--- src/hdl/dtyp_pkg.sv ---
`timescale 1ns / 1ps
// ----------------------------------------------------------------------------
// dtyp_pkg
// shared constants, arctangent table and sideband type of the direction to
// yaw/pitch converter
// ----------------------------------------------------------------------------
package dtyp_pkg;

    localparam int COMPONENT_BITS_DEF  = 16;
    localparam int ANGLE_FRAC_BITS_DEF = 13;

    // angle accumulator, Q.30 radians
    localparam int ACC_FRAC = 30;
    localparam int STEPS    = 31;
    localparam int ZW       = 34;
    localparam int GUARD    = 16;

    localparam logic signed [ZW-1:0] PI_ACC = 34'sd3373259426;

    // atan(2^-i) * 2^30, truncated up to i = 26, rounded from i = 27
    function automatic logic signed [ZW-1:0] atan_tab(input int i);
        logic signed [ZW-1:0] v;
        case (i)
            0:  v = 34'sd843314856;
            1:  v = 34'sd497837829;
            2:  v = 34'sd263043836;
            3:  v = 34'sd133525158;
            4:  v = 34'sd67021686;
            5:  v = 34'sd33543515;
            6:  v = 34'sd16775850;
            7:  v = 34'sd8388437;
            8:  v = 34'sd4194282;
            9:  v = 34'sd2097149;
            10: v = 34'sd1048575;
            11: v = 34'sd524287;
            12: v = 34'sd262143;
            13: v = 34'sd131071;
            14: v = 34'sd65535;
            15: v = 34'sd32767;
            16: v = 34'sd16383;
            17: v = 34'sd8191;
            18: v = 34'sd4095;
            19: v = 34'sd2047;
            20: v = 34'sd1023;
            21: v = 34'sd511;
            22: v = 34'sd255;
            23: v = 34'sd127;
            24: v = 34'sd63;
            25: v = 34'sd31;
            26: v = 34'sd15;
            27: v = 34'sd8;
            28: v = 34'sd4;
            29: v = 34'sd2;
            30: v = 34'sd1;
            default: v = '0;
        endcase
        return v;
    endfunction

    // flags that ride along with a word through the cell row
    typedef struct packed {
        logic valid;
        logic yaw_zero;   // x and y both zero
        logic x_neg;
        logic y_neg;
        logic y_pos;
        logic z_pos;
        logic pitch_zero; // y and z both zero
    } t_side;

endpackage

--- src/hdl/dtyp_finish.sv ---
`timescale 1ns / 1ps
// ----------------------------------------------------------------------------
// dtyp_finish
// quadrant fix-up, sign selection and rounding to the output format
// ----------------------------------------------------------------------------
module dtyp_finish #(
    parameter int AW  = 16,
    parameter int AFB = 13
) (
    input  logic                           i_clk,
    input  logic                           i_rst_n,
    input  logic                           i_en,
    input  dtyp_pkg::t_side                i_side,
    input  logic signed [dtyp_pkg::ZW-1:0] i_yz,
    input  logic signed [dtyp_pkg::ZW-1:0] i_pz,
    output logic                           o_valid,
    output logic signed [AW-1:0]           o_yaw,
    output logic signed [AW-1:0]           o_pitch
);
    import dtyp_pkg::*;

    localparam int SH = ACC_FRAC - AFB;
    localparam logic signed [ZW-1:0] HALF = ZW'(64'sd1 <<< (SH - 1));

    logic                 r_valid1;
    logic signed [ZW-1:0] r_yaw1, r_pitch1;
    logic signed [ZW-1:0] n_yaw1, n_pitch1, yaw_a, pitch_c;

    function automatic logic signed [AW-1:0] round_out(input logic signed [ZW-1:0] t);
        logic signed [ZW-1:0] m;
        logic signed [ZW-1:0] r;
        m = (t < 0) ? -t : t;
        r = (m + HALF) >>> SH;
        if (t < 0) r = -r;
        return r[AW-1:0];
    endfunction

    always_comb begin
        yaw_a   = i_side.y_neg ? PI_ACC - i_yz : i_yz;
        pitch_c = i_side.y_neg ? PI_ACC - i_pz : i_pz;
        if (i_side.yaw_zero) begin
            n_yaw1 = '0;
        end else begin
            n_yaw1 = i_side.x_neg ? yaw_a : -yaw_a;
        end
        if (i_side.pitch_zero) begin
            n_pitch1 = '0;
        end else if (i_side.y_pos) begin
            n_pitch1 = i_side.z_pos ? pitch_c : -pitch_c;
        end else begin
            n_pitch1 = i_side.z_pos ? PI_ACC - pitch_c : pitch_c - PI_ACC;
        end
    end

    always_ff @(posedge i_clk) begin
        if (!i_rst_n) begin
            r_valid1 <= 1'b0;
            o_valid  <= 1'b0;
        end else if (i_en) begin
            r_valid1 <= i_side.valid;
            o_valid  <= r_valid1;
        end
    end

    always_ff @(posedge i_clk) begin
        if (i_en) begin
            r_yaw1   <= n_yaw1;
            r_pitch1 <= n_pitch1;
            o_yaw    <= round_out(r_yaw1);
            o_pitch  <= round_out(r_pitch1);
        end
    end

endmodule

--- config.mk ---
export PLATFORM = sky130hd
export DESIGN_NAME = dtyp_finish
export DESIGN_NICKNAME = d
export VERILOG_FILES = /design/src/hdl/dtyp_pkg.sv /design/src/hdl/dtyp_finish.sv
export SDC_FILE = /design/constraint.sdc
export NUM_CORES = 1
export LEC_CHECK = 0
export ABC_CLOCK_PERIOD_IN_PS = 4700
export BUFFER_PORTS_ARGS = -buffer_cell sky130_fd_sc_hd__buf_2
export CORE_MARGIN = 4
export CORE_UTILIZATION = 50
export CTS_CLUSTER_DIAMETER = 150
export DETAILED_ROUTE_END_ITERATION = 7
export PLACE_DENSITY = 0.71
export SLEW_MARGIN = 20
export SYNTH_ARGS = -nofsm -noshare
export SYNTH_HDL_FRONTEND = slang
export SYNTH_SLANG_ARGS = --single-unit
--- constraint.sdc ---
create_clock -name i_clk -period 4.7 [get_ports i_clk]
set_input_delay 0 -clock i_clk [delete_from_list [all_inputs] [get_ports i_clk]]
set_output_delay 0 -clock i_clk [all_outputs]
set_load 0.005 [all_outputs]
* After elaboration in Yosys (flattened, before gate mapping)
Cells that the tools add are included.
** Word-level totals
- Register bits after elaboration :: 102
- Input port bits :: 78
** Operators by class
- Add/subtract/negate cells :: 12
- Magnitude comparators :: 2
- Multiplexer cells :: 10
** Operator list (number)
- $mux W34 :: 6
- $sub A33 B34 Y34 const A :: 3
- $lt A34 B1 Y1 const B :: 2
- $neg A34 Y34 :: 2
- $add A33 B18 Y33 const B :: 2
- $mux W33 :: 2
- $neg A33 Y33 :: 2
- $sub A34 B33 Y34 const B :: 1
- $mux W16 :: 2
- $neg A16 Y16 :: 2

* Logic depth before layout (Yosys ltp)
Gate-level depths: netlist of the first run.
- Depth in word-level cells :: 5
- Gate-level depth with buffers :: 21
- Gate-level depth less buffers :: 16

* Least setup slack after synthesis of the first run
No wires, ideal clock.
- Kind :: reg2reg
- From :: reg r_yaw1[33]
- To :: reg o_yaw[13], data pin
- Library setup time :: 0.260 ns
- Arrival :: 4.324 ns
- Data required time :: 4.440 ns
- Path slack :: 0.116 ns
- Cell stages (with the launch flop) :: 19
- Buffers on the path :: 5
- Clock period less this slack :: 4.584 ns
- Cell sequence :: edfxtp_1 > clkbuf_1 > clkbuf_1 > clkbuf_1 > clkbuf_1 > clkbuf_1 > nand2_1 > xnor2_1 > ha_1 > nor4bb_1 > o31a_1 > nor3_2 > a211oi_2 > mux2_2 > a211oi_2 > nor3_1 > and4_1 > o21ai_0 > xnor2_1
** Between the ends
- Word-level cells in the longest chain between the ends :: 5
** RTL lines
- from (decl) :: RTL line dtyp_finish.sv:26 : logic signed [ZW-1:0] r_yaw1, r_pitch1;
- from (signal assigned) :: RTL line dtyp_finish.sv:67 : r_yaw1 <= n_yaw1;
- $lt A34 B1 Y1 (*) :: RTL line dtyp_finish.sv:32, dtyp_finish.sv:34
- $mux W33 :: RTL line dtyp_finish.sv:32 : m = (t < 0) ? -t : t;
- $add A33 B18 Y33 :: RTL line dtyp_finish.sv:33 : r = (m + HALF) >>> SH;
- $neg A16 Y16 :: RTL line dtyp_finish.sv:34 : if (t < 0) r = -r;
- $mux W16 (*) :: RTL line dtyp_finish.sv:34
- to (signal assigned) :: RTL line dtyp_finish.sv:69 : o_yaw <= round_out(r_yaw1);
- to (decl) :: RTL line dtyp_finish.sv:17 : output logic signed [AW-1:0] o_yaw,
Every way passes the cells marked *; elsewhere a longest branch is shown, timed or not.
A chain may end at the register's enable or synchronous reset.

* Worst setup path in the final report of the first run
- From :: reg r_pitch1[8]
- To :: reg o_pitch[13], data pin
** Between the ends
- Word-level cells in the longest chain between the ends :: 5
- Elaborated cells between the ends (all ways) :: 6
- Those cells by class :: 3 x add/sub; 1 x order compare; 2 x mux
** RTL lines
- from (decl) :: RTL line dtyp_finish.sv:26
- from (signal assigned) :: RTL line dtyp_finish.sv:68 : r_pitch1 <= n_pitch1;
- $neg A33 Y33 / $lt A34 B1 Y1 (equally long branches) :: RTL line dtyp_finish.sv:32, dtyp_finish.sv:34
- $mux W33 :: RTL line dtyp_finish.sv:32
- $add A33 B18 Y33 :: RTL line dtyp_finish.sv:33
- $neg A16 Y16 :: RTL line dtyp_finish.sv:34
- $mux W16 (*) :: RTL line dtyp_finish.sv:34
- to (signal assigned) :: RTL line dtyp_finish.sv:70 : o_pitch <= round_out(r_pitch1);
- to (decl) :: RTL line dtyp_finish.sv:18 : output logic signed [AW-1:0] o_pitch
Marks and branches as above.

==> results of run 1 <==
## cell families (layout without fill, tap and decap cells)
family | count (synthesis) | in the layout | share of synthesized area
compound gates | 478 | 478 | 0.278
xor+xnor | 194 | 194 | 0.138
fa+ha+maj | 12 | 12 | 0.0121
buf+inv | 148 | 179 | 0.0495
flops | 102 | 102 | 0.245
mux | 21 | 21 | 0.0184
simple gates | 613 | 613 | 0.259
## what timing repair did
| item | CTS | global route |
|---|---|---|
| hold buffers | 2 | 0 |
| gates resized for setup | 0 | 1 |
| endpoints found under the setup margin | 0 | 1 |
| hold endpoints to repair | 2 | 0 |
## cells in the final DEF, fill, tap and decap left out, types with 8 or more instances in the layout
cell type / instances
a21o_1: 9
and2_1: 19
and4_1: 9
nor3_1: 43
a2111oi_0: 8
o2111ai_1: 8
clkbuf_16: 9
a311oi_1: 10
or4_1: 8
nor4_1: 23
xnor2_1: 117
a22oi_1: 9
or2_2: 15
inv_1: 26
nand2_1: 119
o21a_1: 16
nor2_1: 171
o21ai_0: 87
o211ai_1: 11
o22ai_1: 15
nand4_1: 22
edfxtp_1: 100
o31ai_1: 31
nor3b_1: 10
or3_1: 29
mux2i_1: 16
ha_1: 12
a211oi_1: 23
and3_1: 23
nand3_1: 43
a31oi_1: 35
o221ai_1: 10
buf_4: 24
nand2b_1: 20
nor2b_1: 18
xor2_1: 76
buf_2: 109
a21oi_1: 91
## layer usage
| layer | wire (um) | up-vias | track usage |
|---|---|---|---|
| li1 | - | 5973 | - |
| met1 | 15900 | 5598 | 0.365 |
| met2 | 14000 | 483 | 0.344 |
| met3 | 2350 | 20 | 0.0221 |
| met4 | 281 | 0 | 0.0435 |
| met5 | 0 | - | 0 |
## cell type report
cell class / count / area (um2) / share of cell area
Clock inverter: 7 / 86.3 / 0.00646
Inverter: 28 / 105 / 0.00786
Sequential cell: 102 / 3040 / 0.228
Multi-Input combinational cell: 1318 / 8760 / 0.655
Clock buffer: 9 / 225 / 0.0168
Tap cell: 324 / 405 / 0.0303
Timing Repair Buffer: 135 / 746 / 0.0558
## stage by stage
stage / util / std cells
2_1_floorplan: - / 1568
3_3_place_gp: 0.534 / 1905
3_5_place_dp: 0.534 / 1905
4_1_cts: 0.548 / 1923
5_1_grt: 0.548 / 1923
6_report: 0.548 / 1923
## worst paths after layout
path	start	end	depth (start not counted)	slack, ps
max reg2reg	r_pitch1[8]	o_pitch[13]	17	360
min	i_yz[0]	r_yaw1[0]	3	60
min reg2reg	o_valid	o_valid	2	530
max	r_pitch1[8]	o_pitch[13]	17	360
## worst reg2reg max path, delay by kind of cell, from the launching register on
kind / cells / cell delay (ps)
buf+inv: 1 / 220
simple gates: 10 / 2210
compound gates: 2 / 680
xor+xnor: 3 / 390
flops: 1 / 370
fa+ha+maj: 1 / 230
## power breakdown
part           total (W)  switching (W)  internal (W)  leakage [nW]
registers        0.00126      0.0000814       0.00118         0.985
logic            0.00133       0.000790      0.000537          3.44
clock network   0.000736       0.000356      0.000380         0.150
## sequential cells by signal (all words and copies together), names as in the netlist
| name | cells |
|---|---|
| o_valid | 1 |
| o_yaw | 16 |
| r_pitch1 | 34 |
| r_valid1 | 1 |
| o_pitch | 16 |
| r_yaw1 | 34 |
==> reports/metrics.cfg, run 1 <==
[timing]
timing.hold.ws_ps=62.0
finalCritPeriodShare=0.924
setup_tns_ps=0
max_freq_mhz=230
skew_ps=10.7
finalWorstSetupSlack_ps=357
max_slew.worst_pin.slew_ps=953
slew_headroom=0.363
slew_violations=0
hold_viol=0
layout_min_cycle_time_ps=4340
setup-violations-final=0
rsz0062_at_grt=false

[final_layout]
area_delta_synth_final_pct=7.73
final.fill_count=2302
final_area_mm2=0.0134
antenna_cells=0
drive_above_1_share=0.137
finalNetCount=1684

[critical_path]
cp_cell_sequence=nor4_1, nand4_1, buf_4, nand2_1, xnor2_1, ha_1, nand2_1, or3_1, or4_1, and3_1, o311a_1, xnor2_1, and2_1, and3_1, nand3_1, o31ai_1, xnor2_1
worst_ep_arrival_time_ps=4440
cpMostUsedCell=xnor2_1
path_class=reg -> reg
critPathBufInv=1
critical_path.top_delay_family=simple AND/OR/NAND/NOR gates
crit_fanout=19
crit_path_end_kind=flop
worstPathRequired_ps=4800
critPathMaxStageDelay_ps=400
worst_path_max_delay_cell=nor4_1
critPathLaunchType=flop

[placement]
placed_area_mm2=0.0130
dpl.hpwl_um=24800
dp_slack_ps=320
place.gp.congestion=0.973
port_buffers=110

[global_routing]
grt_start_max_net_pins=57
grt_usage=0.231
grt_pass1_wl_um=53000
antenna_found_initial=0
grt_pass1_vias=10400
gr-total-overflow=0

[routing]
wl_per_cell_um=16.9
post-route-drc-count=0
drtAntennaViolNets=0
dr.first_iter.drc_count=920
drt-total-wl_um=32600
viasPerCell=6.28
via_count=12100
dr.pass1.iters=8

[synth]
ys_seq_area_frac=0.245
yosysTopAreaCell=edfxtp_1
netlist.area_leader.share=0.242
netlist_instances=1568
synth_area_leaders=edfxtp_1 24%, xnor2_1 8.3%, xor2_1 5.4%
synth_nets=1658
synth_area_mm2=0.0124
synth_edf_count=100
ys_types=107
synth_most_common_cell=nor2_1
synthTopCellsByCount=171 x nor2_1, 119 x nand2_1, 117 x xnor2_1
yosys_warnings=0
syn_avg_cell_area_um2=7.91
ys_ff_latch=102
synth_flop_cell=edfxtp_1
ys_async_sr_fraction=0

[cts]
cts_tree=done
clk_pin_slew_ps=80
postCtsSetupRepairBufs=0
numCtsBuffers=9
root_buffer=clkbuf_16
clk_path_buf_depth=2
clkLatencyLatePin_ps=350
cts_max_level=3
cts.sinks=102

[die]
die_h_um=166
die_w_um=166
rows=57
core_area_mm2=0.0244
die-area_mm2=0.0274
start_util=0.509
ios=111

[job]
cap_violations=0

[power_and_ir_drop]
vdd_drop_max_uv=180
power_density_mw_per_mm2=249
cellLeakagePower_nw=4.57
total_power_w=0.00333

[status]
status=completed

[min_path]
hold_class=in -> reg

No activity file was read; power rests on OpenSTA's default activity.
==> run 2, diff against run 1 <==
--- a/config.mk
+++ b/config.mk
@@ -5,13 +5,13 @@
 export SDC_FILE = /design/constraint.sdc
 export NUM_CORES = 1
 export LEC_CHECK = 0
-export ABC_CLOCK_PERIOD_IN_PS = 4700
+export ABC_CLOCK_PERIOD_IN_PS = 4900
 export BUFFER_PORTS_ARGS = -buffer_cell sky130_fd_sc_hd__buf_2
 export CORE_MARGIN = 4
 export CORE_UTILIZATION = 50
 export CTS_CLUSTER_DIAMETER = 150
 export DETAILED_ROUTE_END_ITERATION = 7
-export PLACE_DENSITY = 0.71
+export PLACE_DENSITY = 0.68
 export SLEW_MARGIN = 20
 export SYNTH_ARGS = -nofsm -noshare
 export SYNTH_HDL_FRONTEND = slang
==> constraint.sdc (replaced) <==
create_clock -name i_clk -period 4.9 [get_ports i_clk]
set_input_delay 0 -clock i_clk [delete_from_list [all_inputs] [get_ports i_clk]]
set_output_delay 0 -clock i_clk [all_outputs]
set_load 0.005 [all_outputs]
==> run 2 against run 1 <==
Net effect: global-route usage is 0.52 points higher; clock power decreased by 5.4%; final area shrank 0.12%; clock skew is 1.9 ps lower; critical path depth unchanged; count of clock-buffer cells in the layout is the same; sequential share of layout area is essentially flat; worst hold slack better by 13 ps; maximum frequency shrank 1.4%; critical path type unchanged.
==> reports/metrics.cfg, run 2 (synthesis gave the netlist of run 1 again) <==
[routing]
drt-total-wl_um=32900  ; +0.87%
dr.pass1.iters=5  ; -3
wl_per_cell_um=17.1  ; +0.97%
drtAntennaViolNets=0  ; unchanged
post-route-drc-count=0  ; unchanged
dr.first_iter.drc_count=937  ; +1.8%
route.met2.wl_um=13800  ; -1.5%
dr_wl_met3_um=2460  ; +4.5%
wirelength_met1_um=16200  ; +1.6%
highest_layer=met4
via_count=12000  ; -0.33%
viasPerCell=6.26  ; -0.23%

[critical_path]
worstReg2RegStart=r_yaw1[14]
worst_path_max_delay_cell=nor4_1
crit_path_end_kind=flop
path_class=reg -> reg
worstPathRequired_ps=4990  ; +190 ps
critPathMaxStageDelay_ps=440  ; +40 ps
cp_cell_sequence=nor4_1, nand4_1, buf_4, o21ai_0, xnor2_1, ha_1, nor4bb_1, o31a_1, nor3_2, a211oi_2, buf_4, mux2_2, a211oi_2, nor3_1, and4_1, o21ai_0, xnor2_1
critPathLaunchType=flop
crit_fanout=16  ; -3
ff2ff_path_depth=17  ; unchanged
critPathBufInv=2  ; +1
regToRegEndpoint=o_yaw[13]
critical_path.top_delay_family=simple AND/OR/NAND/NOR gates
r2r_setup_slack_ps=490  ; +140 ps
worst_ep_arrival_time_ps=4500  ; +60 ps

[timing]
rsz0062_at_grt=false
finalCritPeriodShare=0.899  ; -0.0247
hold_viol=0  ; unchanged
layout_min_cycle_time_ps=4410  ; +63.6 ps
skew_ps=8.84  ; -1.87 ps
setup_tns_ps=0  ; unchanged
max_freq_mhz=227  ; -1.4%
slew_violations=0  ; unchanged
max_slew.worst_pin.slew_ps=1040  ; +82.6 ps
slew_headroom=0.310  ; -0.0538
setup-violations-final=0  ; unchanged

[final_layout]
antenna_cells=0  ; unchanged
reg_top3=r_pitch1 (34), r_yaw1 (34)
area_delta_synth_final_pct=7.60
drive_above_1_share=0.135  ; -0.00171
final_cell_mix=171 x nor2_1, 119 x nand2_1, 117 x xnor2_1
layout_commonest_cell=nor2_1
finalNetCount=1682  ; -0.12%

[cts]
hold_buffers=3  ; +1
clk_pin_slew_ps=80  ; about the same
cts_tree=done
cts.sinks=102  ; unchanged
cts_resized=0  ; unchanged
postCtsSetupRepairBufs=0  ; unchanged
root_buffer=clkbuf_16
cts_max_level=3  ; unchanged
clkLatencyLatePin_ps=350  ; about the same
numCtsBuffers=9  ; unchanged
clk_path_buf_depth=2  ; unchanged

[job]
cap_violations=0  ; unchanged

[global_routing]
grt_pass1_wl_um=54200  ; +2.4%
grt_pass1_vias=10600  ; +2.0%
gr-total-overflow=0  ; unchanged
antenna_found_initial=0  ; unchanged
grt_start_max_net_pins=90  ; +58%
grt_usage=0.236  ; +0.00524

[min_path]
holdCritStartpoint=i_yz[0]
hold_depth=3  ; unchanged
hold_class=in -> reg
hold-path-endpoint=r_yaw1[0]

[die]
die_h_um=166  ; unchanged
start_util=0.509  ; unchanged
die_w_um=166  ; unchanged
rows=57  ; unchanged
core_area_mm2=0.0244  ; unchanged
die-area_mm2=0.0274  ; unchanged
ios=111  ; unchanged

[placement]
dpl.hpwl_um=25000  ; +0.67%
place.gp.congestion=0.939  ; -3.5%
port_buffers=110  ; unchanged

[status]
status=completed

[power_and_ir_drop]
vdd_drop_max_uv=171  ; -5.2%
power_density_mw_per_mm2=238  ; -4.4%
cellLeakagePower_nw=4.55  ; -0.36%
total_power_w=0.00318  ; -4.5%

## run 2: cell types whose count changed in the layout (fill, tap and decap cells not counted)
cell / delta
buf_12: +1
buf_4: -4
clkinv_4: -2
clkinv_8: -2
clkinvlp_4: +1
dlygate4sd3_1: +1
inv_6: +2
inv_8: +1
nor4_1: +1
nor4_2: -1
o21bai_1: -1
o21bai_2: +1
## run 2: final cells by class
cell class	count	area, um2
timing repair buffer	133	746
tap	324	405
clock inverter	7	72.6
clock buffer	9	225
sequential	102	3040
inverter	28	105
multi-input combinational	1318	8750
fill	2363	11000
## run 2: routing by layer
metal	up-vias	GRT usage
met5	-	0
met4	0	0.0461
met3	39	0.0283
met2	475	0.349
met1	5535	0.371
li1	5985	-
## run 2: metrics by stage
step                      cell area, um2  worst slack, ps   util  cells  hold slack, ps
after floorplan                    12400              316      -   1568             112
after global placement             13000              648  0.534   1902             233
after detailed placement           13000              499  0.534   1902             239
after CTS                          13300              473  0.547   1921            55.8
after global routing               13400              154  0.547   1921            76.3
final                              13400              493  0.547   1921            74.9
## run 2: power by group
group          internal, W  switching [W]  leakage, nW
clock network     0.000362       0.000335        0.144
registers          0.00113      0.0000778        0.985
logic             0.000514       0.000755         3.43
total              0.00201        0.00117         4.55
## run 2: worst min-delay path: cells and delay by family
kind,cells,cell delay (ps)
and+or+nand+nor,1,100
buffers and inverters,2,210
## run 2: worst max-delay path by stage
stage	slack, ps	cells after the start	start	end
floorplan	320	18	r_yaw1[33]	o_yaw[13]
global placement	650	16	r_pitch1[3]	o_pitch[13]
detailed placement	500	17	r_yaw1[14]	o_yaw[13]
CTS	470	17	r_yaw1[14]	o_yaw[13]
global route	150	17	r_yaw1[14]	o_yaw[13]
finish	490	17	r_yaw1[14]	o_yaw[13]
==> run 3, diff against run 2 <==
--- a/config.mk
+++ b/config.mk
@@ -9,9 +9,9 @@
 export BUFFER_PORTS_ARGS = -buffer_cell sky130_fd_sc_hd__buf_2
 export CORE_MARGIN = 4
 export CORE_UTILIZATION = 50
-export CTS_CLUSTER_DIAMETER = 150
 export DETAILED_ROUTE_END_ITERATION = 7
 export PLACE_DENSITY = 0.68
+export RECOVER_POWER = 25
 export SLEW_MARGIN = 20
 export SYNTH_ARGS = -nofsm -noshare
 export SYNTH_HDL_FRONTEND = slang
==> run 3 against run 2 <==
Net effect: the flow now finishes with violations (capacitance limit, slew limit); power decreased by 0.18%; die area stayed put; worst hold slack better by 39 ps; core utilization shrank 0.14 points; via count grew 0.22%; first-iteration DRC count is 4.1% lower; count of clock-buffer cells in the layout unchanged; clock skew is essentially flat.
==> reports/metrics.cfg, run 3 (synthesis gave the netlist of run 1 again) <==
[critical_path]
worst_ep_arrival_time_ps=4490  ; about the same
critical_path.top_delay_family=simple AND/OR/NAND/NOR gates
worstReg2RegStart=r_yaw1[14]
critPathBufInv=2  ; unchanged
worstPathRequired_ps=5000  ; about the same
crit_path_end_kind=flop
critPathLaunchType=flop
path_class=reg -> reg
ff2ff_path_depth=17  ; unchanged
regToRegEndpoint=o_yaw[13]
r2r_setup_slack_ps=500  ; about the same
crit_fanout=16  ; unchanged
cp_cell_sequence=nor4_1, nand4_1, buf_4, o21ai_0, xnor2_1, ha_1, nor4bb_1, o31a_1, nor3_2, a211oi_2, buf_4, mux2_2, a211oi_2, nor3_1, and4_1, o21ai_0, xnor2_1
crit_start=r_yaw1[14]
worst_path_max_delay_cell=nor4_1
critPathMaxStageDelay_ps=420  ; -20 ps

[die]
rows=57  ; unchanged
ios=111  ; unchanged
start_util=0.509  ; unchanged
die-area_mm2=0.0274  ; unchanged
core_area_mm2=0.0244  ; unchanged
die_w_um=166  ; unchanged
die_h_um=166  ; unchanged

[final_layout]
final_area_mm2=0.0133  ; -0.25%
final.fill_count=2382  ; +0.80%
finalNetCount=1682  ; unchanged
final_cell_mix=171 x nor2_1, 119 x nand2_1, 117 x xnor2_1
layout_commonest_cell=nor2_1
drive_above_1_share=0.121  ; -0.0144
reg_top3=r_pitch1 (34), r_yaw1 (34)
area_delta_synth_final_pct=7.33
antenna_cells=0  ; unchanged

[timing]
rsz0062_at_grt=false
finalCritPeriodShare=0.897  ; -0.00234
slew_violations=90  ; +90
setup_tns_ps=0  ; unchanged
hold_viol=0  ; unchanged
skew_ps=8.67  ; -0.172 ps
max_slew.worst_pin.slew_ps=2020  ; +980 ps
setup-violations-final=0  ; unchanged
layout_min_cycle_time_ps=4400  ; -11.5 ps
max_freq_mhz=228  ; +0.26%
finalWorstSetupSlack_ps=505  ; +11.5 ps
slew_headroom=-0.344  ; -0.653
timing.hold.ws_ps=114  ; +38.9 ps

[cts]
clk_path_buf_depth=2  ; unchanged
clk_pin_slew_ps=80  ; about the same
cts_max_level=3  ; unchanged
cts.sinks=102  ; unchanged
postCtsSetupRepairBufs=0  ; unchanged
cts_tree=done
root_buffer=clkbuf_16
numCtsBuffers=9  ; unchanged
clkLatencyLatePin_ps=350  ; about the same

[routing]
drt-total-wl_um=32900  ; about the same
wl_per_cell_um=17.1  ; about the same
viasPerCell=6.28  ; +0.22%
dr.first_iter.drc_count=899  ; -4.1%
dr.pass1.iters=7  ; +2
drtAntennaViolNets=0  ; unchanged
post-route-drc-count=0  ; unchanged
via_count=12100  ; +0.22%

[power_and_ir_drop]
vdd_drop_max_uv=171  ; about the same
cellLeakagePower_nw=4.49  ; -1.5%
power_density_mw_per_mm2=238  ; about the same

[job]
cap_violations=1  ; +1

[global_routing]
gr-total-overflow=0  ; unchanged
antenna_found_initial=0  ; unchanged
grt_start_max_net_pins=90  ; unchanged
grt_pass1_wl_um=54200  ; unchanged
grt_usage=0.236  ; unchanged
grt_pass1_vias=10600  ; unchanged

[placement]
placed_area_mm2=0.0130  ; unchanged
port_buffers=110  ; unchanged
dpl.hpwl_um=25000  ; unchanged
dp_slack_ps=499  ; unchanged
place.gp.congestion=0.939  ; unchanged

[min_path]
hold_class=in -> reg
hold_depth=3  ; unchanged
holdCritStartpoint=i_yz[0]
hold-path-endpoint=r_yaw1[0]

[status]
violations=capacitance limit, slew limit
status=finished, violations left

## run 3: changes by cell type in the layout (fill, tap and decap cells not counted), sizes merged
cell | previous run | this run
clkbuf | 9 | 32
buf | 130 | 107
## run 3: layout make-up
class	count	area, um2	share of cell area
inverter	28	105	0.00789
clock inverter	7	72.6	0.00545
tap	324	405	0.0304
timing repair buffer	133	712	0.0535
multi-input combinational	1318	8750	0.657
sequential	102	3040	0.228
clock buffer	9	225	0.0169
## run 3: metrics by stage
stage / power [W] / instances / util
6_report: 0.00317 / 1921 / 0.546
5_1_grt: 0.00339 / 1921 / 0.546
4_1_cts: 0.00319 / 1921 / 0.547
3_5_place_dp: 0.00249 / 1902 / 0.534
3_3_place_gp: 0.00247 / 1902 / 0.534
2_1_floorplan: 0.00215 / 1568 / -
## run 3: worst max-delay path by stage
stage                  end  cells past startpoint
2_1_floorplan    o_yaw[13]                     18
3_3_place_gp   o_pitch[13]                     16
3_5_place_dp     o_yaw[13]                     17
4_1_cts          o_yaw[13]                     17
5_1_grt          o_yaw[13]                     17
6_report         o_yaw[13]                     17
## run 3: repair_timing
item | 4_1_cts | 5_1_grt
hold buffers | 3 | 0
hold endpoints to repair | 15 | 0
resized for setup | 0 | 0
## run 3: power by group
part	internal, W	switching (W)
clock network	0.000362	0.000335
registers	0.00114	0.0000793
logic	0.000505	0.000754
## run 3: worst reg2reg max path, stage by stage (launching register included)
cell      delay [ps]
edfxtp_1         370
nor4_1           420
nand4_1          190
buf_4            230
o21ai_0          200
xnor2_1          140
ha_1             240
nor4bb_1         330
o31a_1           210
nor3_2            80
a211oi_2         210
buf_4            180
mux2_2           350
a211oi_2         380
nor3_1           140
and4_1           210
o21ai_0          180
xnor2_1           80
## run 3: routing by layer
layer | routed length (um) | global-route usage | vias up
li1 | - | - | 5985
met1 | 16400 | 0.371 | 5593
met2 | 13800 | 0.349 | 453
met3 | 2340 | 0.0283 | 29
met4 | 366 | 0.0461 | 0
met5 | 0 | 0 | -
